### config.mk
export PLATFORM = sky130hd
export DESIGN_NAME = pressure_sensor_cubic_with_rate_unit
export DESIGN_NICKNAME = d
export VERILOG_FILES = /design/src/design/psc_pkg.sv /design/src/design/psc_mul.sv /design/src/design/psc_div.sv /design/src/design/pressure_sensor_cubic_with_rate_unit.sv
export SDC_FILE = /design/constraint.sdc
export NUM_CORES = 2
export LEC_CHECK = 0
export ABC_CLOCK_PERIOD_IN_PS = 13000
export BUFFER_PORTS_ARGS = -buffer_cell sky130_fd_sc_hd__buf_4
export CORE_UTILIZATION = 54
export DETAILED_ROUTE_END_ITERATION = 10
export PLACE_DENSITY = 0.66
export REMOVE_ABC_BUFFERS = 1
export SLEW_MARGIN = 20
export SYNTH_ARGS = -nofsm -noshare
export SYNTH_HDL_FRONTEND = slang
export SYNTH_SLANG_ARGS = --single-unit
### constraint.sdc
create_clock -name clk -period 13 [get_ports clk]
set_clock_uncertainty 0.15 [all_clocks]
set_input_delay 3.9 -clock clk [delete_from_list [all_inputs] [get_ports clk]]
set_output_delay 3.9 -clock clk [all_outputs]
set_load 0.05 [all_outputs]
### src/design/psc_pkg.sv
package psc_pkg;

  localparam int SAMPLE_BITS = 12;
  localparam int FRAC_BITS   = 16;
  localparam int W           = 32;
  // Horner accumulator: |acc| stays below 2^33, two guard bits on top.
  localparam int ACC_W       = 36;
  // Multiplier B port: 16-bit unsigned operands, zero extended.
  localparam int MUL_B_W     = 17;
  localparam int MUL_P_W     = ACC_W + MUL_B_W;
  localparam int CFG_IDX_W   = 3;

  localparam logic signed [W-1:0] RATE_MAX = 32'sd2147483647;
  localparam logic signed [W-1:0] RATE_MIN = 32'sh8000_0000;

  typedef struct packed {
    logic [SAMPLE_BITS-1:0] adc_sample;
    logic [W-1:0]           now_tick;
  } psc_in_t;

  typedef struct packed {
    logic signed [W-1:0] pressure_kpa;
    logic signed [W-1:0] pressure_rate;
    logic                rate_updated;
  } psc_out_t;

  typedef enum logic [CFG_IDX_W-1:0] {
    CFG_COEF_C0  = 3'd0,
    CFG_COEF_C1  = 3'd1,
    CFG_COEF_C2  = 3'd2,
    CFG_COEF_C3  = 3'd3,
    CFG_TPS      = 3'd4,
    CFG_RATE_HZ  = 3'd5
  } psc_cfg_idx_t;

  typedef enum logic [3:0] {
    ST_IDLE,
    ST_POLY_MUL,
    ST_POLY_ADD,
    ST_CHK_MUL,
    ST_CHK,
    ST_RMUL_LO,
    ST_RMUL_HI,
    ST_RACC,
    ST_DIV_GO,
    ST_DIV_WAIT,
    ST_DONE
  } psc_state_t;

  typedef struct packed {
    logic done;
    logic ovf;
  } psc_div_stat_t;

endpackage

### src/design/psc_mul.sv
module psc_mul (
  input  logic                                clk,
  input  logic signed [psc_pkg::ACC_W-1:0]    a,
  input  logic signed [psc_pkg::MUL_B_W-1:0]  b,
  output logic signed [psc_pkg::MUL_P_W-1:0]  p_r
);
  import psc_pkg::*;

  // single signed multiplier, result registered
  always_ff @(posedge clk) begin
    p_r <= a * b;
  end

endmodule

### src/design/psc_div.sv
module psc_div (
  input  logic                            clk,
  input  logic                            rst_n,
  input  logic                            start,
  input  logic [2*psc_pkg::W-1:0]         dividend,
  input  logic [psc_pkg::W-1:0]           divisor,
  output psc_pkg::psc_div_stat_t          stat,
  output logic [psc_pkg::W-1:0]           quo
);
  import psc_pkg::*;

  localparam int CNT_W = $clog2(W + 1);

  logic [CNT_W-1:0] cnt_r;
  logic             done_r;
  logic             ovf_r;
  logic [W-1:0]     rem_r;
  logic [W-1:0]     quo_r;
  logic [W:0]       trial;
  logic [W:0]       diff;
  logic             ge;

  // restoring division, one quotient bit per cycle
  always_comb begin
    trial = {rem_r, quo_r[W-1]};
    diff  = trial - {1'b0, divisor};
    ge    = (trial >= {1'b0, divisor});
  end

  always_ff @(posedge clk) begin
    if (!rst_n) begin
      cnt_r  <= '0;
      done_r <= 1'b0;
    end else begin
      done_r <= 1'b0;
      if (start) begin
        cnt_r <= CNT_W'(W);
      end else if (cnt_r != '0) begin
        cnt_r <= cnt_r - 1'b1;
        if (cnt_r == CNT_W'(1)) begin
          done_r <= 1'b1;
        end
      end
    end
  end

  // quotient of 2^W or more: flagged up front, iterations then don't matter
  always_ff @(posedge clk) begin
    if (start) begin
      rem_r <= dividend[2*W-1:W];
      quo_r <= dividend[W-1:0];
      ovf_r <= (dividend[2*W-1:W] >= divisor);
    end else if (cnt_r != '0) begin
      rem_r <= ge ? diff[W-1:0] : trial[W-1:0];
      quo_r <= {quo_r[W-2:0], ge};
    end
  end

  assign stat.done = done_r;
  assign stat.ovf  = ovf_r;
  assign quo       = quo_r;

endmodule

### src/design/pressure_sensor_cubic_with_rate_unit.sv
// Cubic pressure calibration with rate-limited derivative.
// Input channel (in_valid/in_ready/in_data): one converter sample and the
// current free-running tick per transaction. Output channel
// (out_valid/out_ready/out_data): calibrated pressure (Q16.16 kPa,
// saturated), rate in kPa/s (Q16.16, saturated, held between updates) and
// a flag set when this transaction produced a new rate.
// One 36x17 multiplier is reused for the three Horner steps, the interval
// test and two partial products of the rate; a bit-serial divider forms the
// rate quotient. in_ready is high only when the sequencer is idle.
// When the rate is updated, the result follows the Horner steps, the interval
// test, the rate partial products and the divider; when it is not, the rate
// steps are skipped. A new item is accepted only once the sequencer is idle.
// The result sits in an output register: a stalled receiver does not stop
// the next transaction being accepted, but the sequencer waits in its last
// state until that register is free.
// Reset (synchronous, rst_n low) restores the default coefficients and
// clears last update tick, last update pressure and held rate. No clearing
// pass is needed. Configuration writes take effect at once.
module pressure_sensor_cubic_with_rate_unit (
  input  logic                              clk,
  input  logic                              rst_n,
  input  logic                              in_valid,
  output logic                              in_ready,
  input  psc_pkg::psc_in_t                  in_data,
  output logic                              out_valid,
  input  logic                              out_ready,
  output psc_pkg::psc_out_t                 out_data,
  input  logic                              cfg_we,
  input  logic [psc_pkg::CFG_IDX_W-1:0]     cfg_idx,
  input  logic [psc_pkg::W-1:0]             cfg_wdata
);
  import psc_pkg::*;

  localparam logic signed [MUL_P_W-1:0] RND_HALF = MUL_P_W'(1) << (SAMPLE_BITS - 1);
  localparam logic signed [W-1:0]       C1_RST   = W'(1) << FRAC_BITS;
  localparam logic [W-1:0]              TPS_RST  = 32'd1000000;
  localparam logic [15:0]               HZ_RST   = 16'd100;

  function automatic logic signed [W-1:0] sat32(input logic signed [ACC_W-1:0] v);
    logic signed [ACC_W-1:0] hi;
    logic signed [ACC_W-1:0] lo;
    hi = ACC_W'(RATE_MAX);
    lo = ACC_W'(RATE_MIN);
    if (v > hi) return RATE_MAX;
    if (v < lo) return RATE_MIN;
    return v[W-1:0];
  endfunction

  // configuration registers
  logic signed [W-1:0] c0_r, c1_r, c2_r, c3_r;
  logic [W-1:0]        tps_r;
  logic [15:0]         hz_r;

  // sequencer and datapath
  psc_state_t               state_r, state_nxt;
  logic [1:0]               step_r;
  logic [SAMPLE_BITS-1:0]   smp_r;
  logic [W-1:0]             now_r;
  logic [W-1:0]             elapsed_r;
  logic signed [ACC_W-1:0]  acc_r;
  logic signed [W-1:0]      press_r;
  logic                     neg_r;
  logic [W-1:0]             mag_r;
  logic [2*W-1:0]           prod_r;
  logic                     upd_r;

  // architectural state
  logic [W-1:0]             last_tick_r;
  logic signed [W-1:0]      last_press_r;
  logic signed [W-1:0]      held_rate_r;

  // output register
  logic                     out_valid_r;
  psc_out_t                 out_data_r;

  // shared units
  logic signed [ACC_W-1:0]   mul_a;
  logic signed [MUL_B_W-1:0] mul_b;
  logic signed [MUL_P_W-1:0] mul_p;
  logic                      div_start;
  psc_div_stat_t             div_stat;
  logic [W-1:0]              div_quo;

  // combinational helpers
  logic                      in_acc;
  logic                      out_free;
  logic [15:0]               hz_eff;
  logic signed [MUL_P_W-1:0] rnd_sum;
  logic signed [MUL_P_W-1:0] rnd_sh;
  logic signed [W-1:0]       coef_sel;
  logic signed [ACC_W-1:0]   acc_nxt;
  logic                      upd_now;
  logic signed [W:0]         dp;
  logic signed [W:0]         dp_abs;
  logic signed [W-1:0]       rate_new;

  psc_mul u_mul (
    .clk (clk),
    .a   (mul_a),
    .b   (mul_b),
    .p_r (mul_p)
  );

  psc_div u_div (
    .clk      (clk),
    .rst_n    (rst_n),
    .start    (div_start),
    .dividend (prod_r),
    .divisor  (elapsed_r),
    .stat     (div_stat),
    .quo      (div_quo)
  );

  always_ff @(posedge clk) begin
    if (!rst_n) begin
      c0_r  <= '0;
      c1_r  <= C1_RST;
      c2_r  <= '0;
      c3_r  <= '0;
      tps_r <= TPS_RST;
      hz_r  <= HZ_RST;
    end else if (cfg_we) begin
      unique case (cfg_idx)
        CFG_COEF_C0: c0_r  <= cfg_wdata;
        CFG_COEF_C1: c1_r  <= cfg_wdata;
        CFG_COEF_C2: c2_r  <= cfg_wdata;
        CFG_COEF_C3: c3_r  <= cfg_wdata;
        CFG_TPS:     tps_r <= cfg_wdata;
        CFG_RATE_HZ: hz_r  <= cfg_wdata[15:0];
        default: ;   // unmapped index, write dropped
      endcase
    end
  end

  assign in_acc   = in_valid && in_ready;
  assign out_free = !out_valid_r || out_ready;
  assign hz_eff   = (hz_r == '0) ? 16'd1 : hz_r;

  // Horner step: acc = c_k + round(acc * s / 2^SAMPLE_BITS), ties upward
  always_comb begin
    rnd_sum = mul_p + RND_HALF;
    rnd_sh  = rnd_sum >>> SAMPLE_BITS;
    case (step_r)
      2'd0:    coef_sel = c2_r;
      2'd1:    coef_sel = c1_r;
      default: coef_sel = c0_r;
    endcase
    acc_nxt = ACC_W'(coef_sel) + rnd_sh[ACC_W-1:0];
  end

  // elapsed >= floor(tps / hz)  <=>  (elapsed + 1) * hz > tps
  assign upd_now = (elapsed_r != '0) &&
                   (mul_p > $signed({{(MUL_P_W-W){1'b0}}, tps_r}));

  always_comb begin
    dp     = {press_r[W-1], press_r} - {last_press_r[W-1], last_press_r};
    dp_abs = dp[W] ? -dp : dp;
  end

  // truncated quotient, saturated with sign
  always_comb begin
    if (neg_r) begin
      if (div_stat.ovf || (div_quo > W'(RATE_MIN))) rate_new = RATE_MIN;
      else                                          rate_new = -$signed(div_quo);
    end else begin
      if (div_stat.ovf || div_quo[W-1]) rate_new = RATE_MAX;
      else                              rate_new = $signed(div_quo);
    end
  end

  // sequencer: next state, handshake and shared-unit operands
  always_comb begin
    state_nxt = state_r;
    in_ready  = 1'b0;
    div_start = 1'b0;
    mul_a     = acc_r;
    mul_b     = '0;
    unique case (state_r)
      ST_IDLE: begin
        in_ready = 1'b1;
        if (in_valid) state_nxt = ST_POLY_MUL;
      end
      ST_POLY_MUL: begin
        mul_b     = {{(MUL_B_W-SAMPLE_BITS){1'b0}}, smp_r};
        state_nxt = ST_POLY_ADD;
      end
      ST_POLY_ADD: begin
        state_nxt = (step_r == 2'd2) ? ST_CHK_MUL : ST_POLY_MUL;
      end
      ST_CHK_MUL: begin
        mul_a     = $signed({{(ACC_W-W){1'b0}}, elapsed_r}) + ACC_W'(1);
        mul_b     = {1'b0, hz_eff};
        state_nxt = ST_CHK;
      end
      ST_CHK: begin
        state_nxt = upd_now ? ST_RMUL_LO : ST_DONE;
      end
      ST_RMUL_LO: begin
        mul_a     = $signed({{(ACC_W-W){1'b0}}, mag_r});
        mul_b     = {1'b0, tps_r[15:0]};
        state_nxt = ST_RMUL_HI;
      end
      ST_RMUL_HI: begin
        mul_a     = $signed({{(ACC_W-W){1'b0}}, mag_r});
        mul_b     = {1'b0, tps_r[W-1:16]};
        state_nxt = ST_RACC;
      end
      ST_RACC: begin
        state_nxt = ST_DIV_GO;
      end
      ST_DIV_GO: begin
        div_start = 1'b1;
        state_nxt = ST_DIV_WAIT;
      end
      ST_DIV_WAIT: begin
        if (div_stat.done) state_nxt = ST_DONE;
      end
      ST_DONE: begin
        if (out_free) state_nxt = ST_IDLE;
      end
      default: state_nxt = ST_IDLE;
    endcase
  end

  always_ff @(posedge clk) begin
    if (!rst_n) state_r <= ST_IDLE;
    else        state_r <= state_nxt;
  end

  // datapath registers
  always_ff @(posedge clk) begin
    case (state_r)
      ST_IDLE: begin
        if (in_acc) begin
          smp_r     <= in_data.adc_sample;
          now_r     <= in_data.now_tick;
          elapsed_r <= in_data.now_tick - last_tick_r;   // wraps mod 2^32
          acc_r     <= ACC_W'(c3_r);
          step_r    <= 2'd0;
        end
      end
      ST_POLY_ADD: begin
        acc_r  <= acc_nxt;
        step_r <= step_r + 2'd1;
      end
      ST_CHK_MUL: begin
        press_r <= sat32(acc_r);
      end
      ST_CHK: begin
        upd_r <= upd_now;
        neg_r <= dp[W];
        mag_r <= dp_abs[W-1:0];
      end
      ST_RMUL_HI: begin
        prod_r <= {{(2*W-48){1'b0}}, mul_p[47:0]};        // mag * tps[15:0]
      end
      ST_RACC: begin
        prod_r <= prod_r + {mul_p[47:0], 16'b0};          // + mag * tps[31:16] << 16
      end
      default: ;
    endcase
  end

  // last-update state and held rate
  always_ff @(posedge clk) begin
    if (!rst_n) begin
      last_tick_r  <= '0;
      last_press_r <= '0;
      held_rate_r  <= '0;
    end else if (state_r == ST_DIV_WAIT && div_stat.done) begin
      last_tick_r  <= now_r;
      last_press_r <= press_r;
      held_rate_r  <= rate_new;
    end
  end

  // output register
  always_ff @(posedge clk) begin
    if (!rst_n) begin
      out_valid_r <= 1'b0;
    end else if (state_r == ST_DONE && out_free) begin
      out_valid_r <= 1'b1;
    end else if (out_ready) begin
      out_valid_r <= 1'b0;
    end
  end

  always_ff @(posedge clk) begin
    if (state_r == ST_DONE && out_free) begin
      out_data_r.pressure_kpa  <= press_r;
      out_data_r.pressure_rate <= held_rate_r;
      out_data_r.rate_updated  <= upd_r;
    end
  end

  assign out_valid = out_valid_r;
  assign out_data  = out_data_r;

endmodule

After elaboration in Yosys (flattened, before gate mapping) --
Cells that the tools add are included.
Storage, ports and cells: register bits 711, bits in latches 0, RAM bits 0, bits in read-only memories 0, word-level logic and storage cells 143, memories kept 0
Operators by class: $add $sub $neg 11, $mul 1, div/mod/pow operators 0, $lt $le $gt $ge 6, eq/ne operators 22, shift-type cells 0, muxes and demuxes 40, bitwise operators 2, reductions and logical operators 30
Operators by type and width (number):
- 32-bit 2-to-1 mux | 13
- 36-bit case mux with 2 select lines | 2
- 64-bit case mux with 2 select lines | 1
- 64-bit adder | 1
- 32-bit negation | 2
- 16-bit case mux with 4 select lines | 1
- 32-bit case mux with 2 select lines | 1
- 32-bit subtractor | 2
- 53-bit by 33-bit greater-than comparator with 1-bit output | 1
- 36-bit by 17-bit multiplier with 53-bit output | 1
- 48-bit by 13-bit adder with 48-bit output, second input constant | 1
- 4-bit case mux with 11 select lines | 1
- 36-bit adder | 1
- 36-bit by 32-bit greater-than comparator with 1-bit output, second input constant | 1
- 36-bit by 32-bit less-than comparator with 1-bit output, second input constant | 1
- 36-bit 2-to-1 mux | 1
- 32-bit by 1-bit adder with 33-bit output, second input constant | 1
- 33-bit by 32-bit >= comparator with 1-bit output | 1
- 32-bit by 32-bit subtractor with 33-bit output | 1
- 32-bit >= comparator | 1
- 32-bit greater-than comparator, second input constant | 1
- 32-bit nonzero test | 1
- 4-bit by 3-bit == test with 1-bit output, second input constant | 4
- 16-bit zero test | 1
- 32 further kinds | 70

Longest topological paths before layout --
depth in word-level cells 7, depth in mapped cells 35, gate-level depth less buffers 33

Hierarchy --
A second synthesis with hierarchy kept.
Second synthesis, totals: cell total of the unflattened synthesis 6742, area, all modules 61600.3 µm²
Modules (own cells, without submodules):
- pressure_sensor_cubic_with_rate_unit | instances 1, cells each 3719, area an instance 33564.7 µm²
- psc_mul | instances 1, cells each 2404, area an instance 21973.6 µm²
- psc_div | instances 1, cells each 619, area an instance 6062.1 µm²

Worst setup path before layout --
No wires, ideal clock.
path kind register to register, start point register state_r[2], end point register u_mul.p_r[51] (netlist name), setup time 0.127 ns, data arrival time 8.976 ns, path slack 3.747 ns, stages on the path, launching flop included 33, buffers on the path 5, clock period less this slack 9.253 ns, cell sequence dfxtp_1 clkbuf_1 nand2b_1 or2_2 clkbuf_1 clkinv_1 clkbuf_1 a222oi_1 nand2_1 clkbuf_1 nand2_1 fa_1 inv_1 fa_1 fa_1 fa_1 fa_1 inv_1 fa_1 inv_1 ha_1 clkbuf_1 a21o_1 a31o_2 a221oi_1 nand3_1 a31oi_1 o21a_1 o21ai_0 a41o_1 a21oi_1 o21ai_0 xor2_1
Between the ends: cells in the longest elaborated chain, start to end 4
RTL lines:
- from (decl) | RTL line pressure_sensor_cubic_with_rate_unit.sv:55 | psc_state_t state_r, state_nxt;
- from (signal assigned) | RTL line pressure_sensor_cubic_with_rate_unit.sv:227 | else state_r <= state_nxt;
- 4-bit by 3-bit == test with 1-bit output | RTL line pressure_sensor_cubic_with_rate_unit.sv:178 | unique case (state_r)
- 2-bit OR reduction (no line)
- 36-bit case mux with 2 select lines | RTL line pressure_sensor_cubic_with_rate_unit.sv:178
- 36-bit by 17-bit multiplier with 53-bit output (*) | RTL line psc_mul.sv:11 | p_r <= a * b;
- to (signal assigned) | RTL line psc_mul.sv:11
- to (decl) | RTL line psc_mul.sv:5 | output logic signed [psc_pkg::MUL_P_W-1:0] p_r
Mark *: on every way between the ends. The rest lies on a longest branch, timed or not. A chain may end at the register's enable or synchronous reset.

Worst setup path after layout --
start point register state_r[3], end point register u_mul.p_r[48] (netlist name)
Same word-level chain as after synthesis.

==> key figures <==
Outcome
  • Run status: finished clean

Worst setup path
  • Delay of the slowest critical-path stage: between 0.7 and 0.8 ns
  • Crit path buffers/inverters: 7
  • Crit path top cell by count: fa_1
  • FF-to-FF path depth: 31
  • Crit. End Element: flip-flop
  • Crit path DAT: 10.92 ns
  • Worst R2R Start: state_r[3]
  • FF-to-FF End: u_mul.p_r[48]
  • Crit-path slowest cell: o31ai_1
  • Flop2flop setup slack: ~2.5 ns
  • Critical Path Fanout Max: 55
  • Top delay family on crit path: adder cells
  • Worst EP required: between 10 and 15 ns
  • CP Launch Type: flip-flop
  • Path type of the worst setup path: flip-flop to flip-flop

Hold path
  • Worst hold endpoint: out_data[0]
  • Hold crit path type: flip-flop to flip-flop
  • WHS Path Cells: 0
  • Hold path startpoint: upd_r

Finish
  • Nets: around 7700
  • Util after Layout: 59.7%
  • Share of cells above drive strength 1: around 6.7%
  • Synth-to-Final Area Change: 9.47%
  • Final Non-Filler Cells: between 8000 and 9000

CTS
  • Clock latency on the worst-skew pair: between 0.6 and 0.7 ns
  • CTS sink cnt: between 700 and 800
  • Htree depth: 3
  • Clk slew on worst S/H paths: 0.07 ns
  • Max Root-Sink Buffers: 3
  • Resize count post-CTS: 0
  • Root Driver: clkbuf_16
  • TritonCTS Buffers: 83
  • CTS tree: yes
  • Hold_buf cts: 0
  • Post-CTS Setup Inserts: 0

Routing
  • Wire per inst: 23.6 um
  • DR pass1 iterations: 6
  • Total number of vias: slightly below 50000
  • Final ANT Viol Nets: 0
  • Final WL: around 190000 um
  • DR iter-0 viols: 4969
  • Post-DR vias/cell: between 5 and 6
  • Post-route DRC violation count: 0

Logic synthesis
  • Area share of xor/xnor cells in the synthesized design: 4.42%
  • Sequential share of the synthesized area: between 30% and 40%
  • Main combinational cell family by area after synthesis: adder cells
  • Number of synthesized flops with an enable pin: 374
  • Synthesized area: slightly below 0.06 mm2
  • Synth Area per Inst: 8.95 um2
  • Async S/R FF share, synth: 0%
  • Compound-Gate Fraction of Synth Area: about 15%
  • Synth unique cells: 95
  • Mux cell area share after synthesis: less than 1%
  • Yosys top cell by area: edfxtp_1
  • YS warnings: 0
  • Post-synthesis adder-cell area fraction: about a quarter
  • Share of the synthesized area in the top cell type: a little under a fifth
  • Ranking of synthesized cells by area: edfxtp_1 19%, fa_1 19%, dfxtp_1 11%
  • Synth Instances: around 6600
  • Flops & latches, synth: around 710
  • Top FF cell, synth: edfxtp_1
  • Post-Synth Simple-Gate Area: between 10% and 20%

Timing
  • Min cycle time layout: between 10 and 15 ns
  • Fin crit share: between 80% and 90%
  • Worst-margin pin slew: between 1 and 1.5 ns
  • Setup violators final: 0
  • Max Slew Vio Count: 0
  • Achievable Freq: roughly 0.096 GHz
  • RSZ-0062 raised after global routing: no
  • Hold Vio Cnt, Final: 0
  • Rel. slew slack: between 20% and 30%
  • Setup TNS: 0 ns

Global routing
  • Global-route wire length before repair: just under 300000 um
  • Total track usage: 34.8%
  • Largest net degree at the start of global routing: 100
  • GR Overflow Total: 0
  • Initial antenna violation count: 8
  • Vias in the first global route: 46800

Power and ir drop
  • Total power: a little under 10 mW
  • Static leakage: around 28 nW
  • Max IR drop VDD: about 0.20 mV
  • PD cells: approximately 150 mW/mm2

Floorplan
  • Total Die Area: roughly 0.11 mm2
  • Std-Cell Rows: between 100 and 150
  • Starting density of the core: approximately 55%
  • Die Wd: between 300 and 400 um
  • I/O pins: 151
  • CORE AREA: between 0.1 and 0.15 mm2
  • Die Y: between 300 and 400 um

Placement
  • DP Wirelength: about 150000 um
  • I/O Buffers: 150
  • Total placed cells including tap cells: ~8000
  • Final GP Congestion: ~1.0

Run
  • Max-cap viol count: 0
==> synthesized netlist by cell type, drive strengths merged (42+ instances only) <==
master     n
dfxtp    337
and3      53
nand4     63
nor2     501
nand2b    45
xnor2    196
o21ai    272
fa       550
a21o     163
edfxtp   374
ha       376
a21oi    257
nor3      73
clkbuf   260
nand3     84
nand2   1185
a21boi   241
a22oi     52
o21a      88
inv      841
nor2b     42
xor2     104
==> cells in the final DEF (no fill, tap or decap), types with 63 or more instances in the layout <==
cell type and n:
nand3_1 81, o21ai_0 261, inv_1 841, edfxtp_1 374, a21boi_0 237, buf_4 247, a21oi_1 257, fa_1 550
dfxtp_1 337, xor2_1 104, xnor2_1 196, nand4_1 63, nor3_1 66, nand2_1 1178, a21o_1 163, nor2_1 495
clkbuf_16 85, o21a_1 88, ha_1 376
==> through the flow <==
step / setup WS, ns / hold WS (ns) / instance area, um2
2_1_floorplan: 2.01 / 0.250 / 58400
3_3_place_gp: 3.02 / 0.253 / 62200
3_5_place_dp: 2.87 / 0.260 / 62200
4_1_cts: 2.84 / 0.274 / 65100
5_1_grt: 2.06 / 0.290 / 65100
6_report: 2.54 / 0.272 / 65100
==> cell type report <==
class,instances,area [um2]
inverters,842,3160
flip-flops and latches,711,18000
well taps,1414,1770
clock inverters,36,497
multi-input cells,4825,37400
diodes,5,12.5
clock buffers,118,2360
fillers,9613,43900
repair buffers,248,1870
==> routing by layer <==
layer,track usage (%),share of wire [%],up-vias
met2,50.9,42,2133
met4,18.7,6.3,8
met5,0,0.048,-
met3,8.09,10,462
li1,-,-,22200
met1,47.9,41,23700
==> worst reg2reg max path: cells and delay by family, from the launching register on <==
| family | cells | cell delay, ns |
|---|---|---|
| AO/OA/AOI/OAI | 10 | 2.98 |
| flip-flops | 1 | 0.67 |
| buffers and inverters | 7 | 1.52 |
| AND/OR/NAND/NOR | 6 | 1.59 |
| adder cells (fa/ha/maj) | 7 | 3.32 |
| XOR/XNOR | 1 | 0.15 |
==> how the worst max path moves through the flow <==
stage	startpoint	end	slack [ns]	depth (start not counted)
2_1_floorplan	state_r[3]	u_mul.p_r[51]	2.01	26
3_3_place_gp	state_r[3]	u_mul.p_r[51]	3.02	30
3_5_place_dp	state_r[2]	u_mul.p_r[51]	2.87	29
4_1_cts	state_r[2]	u_mul.p_r[52]	2.84	31
5_1_grt	state_r[3]	u_mul.p_r[46]	2.06	31
6_report	state_r[3]	u_mul.p_r[48]	2.54	31
==> sequential cells by signal (all words and copies together), names as in the netlist, 36 cells and up <==
signal,flops
out_data,65
prod_r,64
u_mul.p_r,53
acc_r,36
==> where the power goes <==
group / switching (mW) / leakage, nW / internal, mW
Clock: 1.04 / 1.39 / 1.42
Sequential: 0.515 / 6.17 / 2.77
Combinational: 2.54 / 20.7 / 1.63
==> kinds of logic after synthesis <==
logic type,count (synthesis)
AOI/OAI and AO/OA,1339
DFF,711
and+or+nand+nor,2206
muxes,38
adders and majority gates,926
xor gates and xnor gates,300
other,2
buffers and inverters,1122
(Power assumes the default switching activity.)
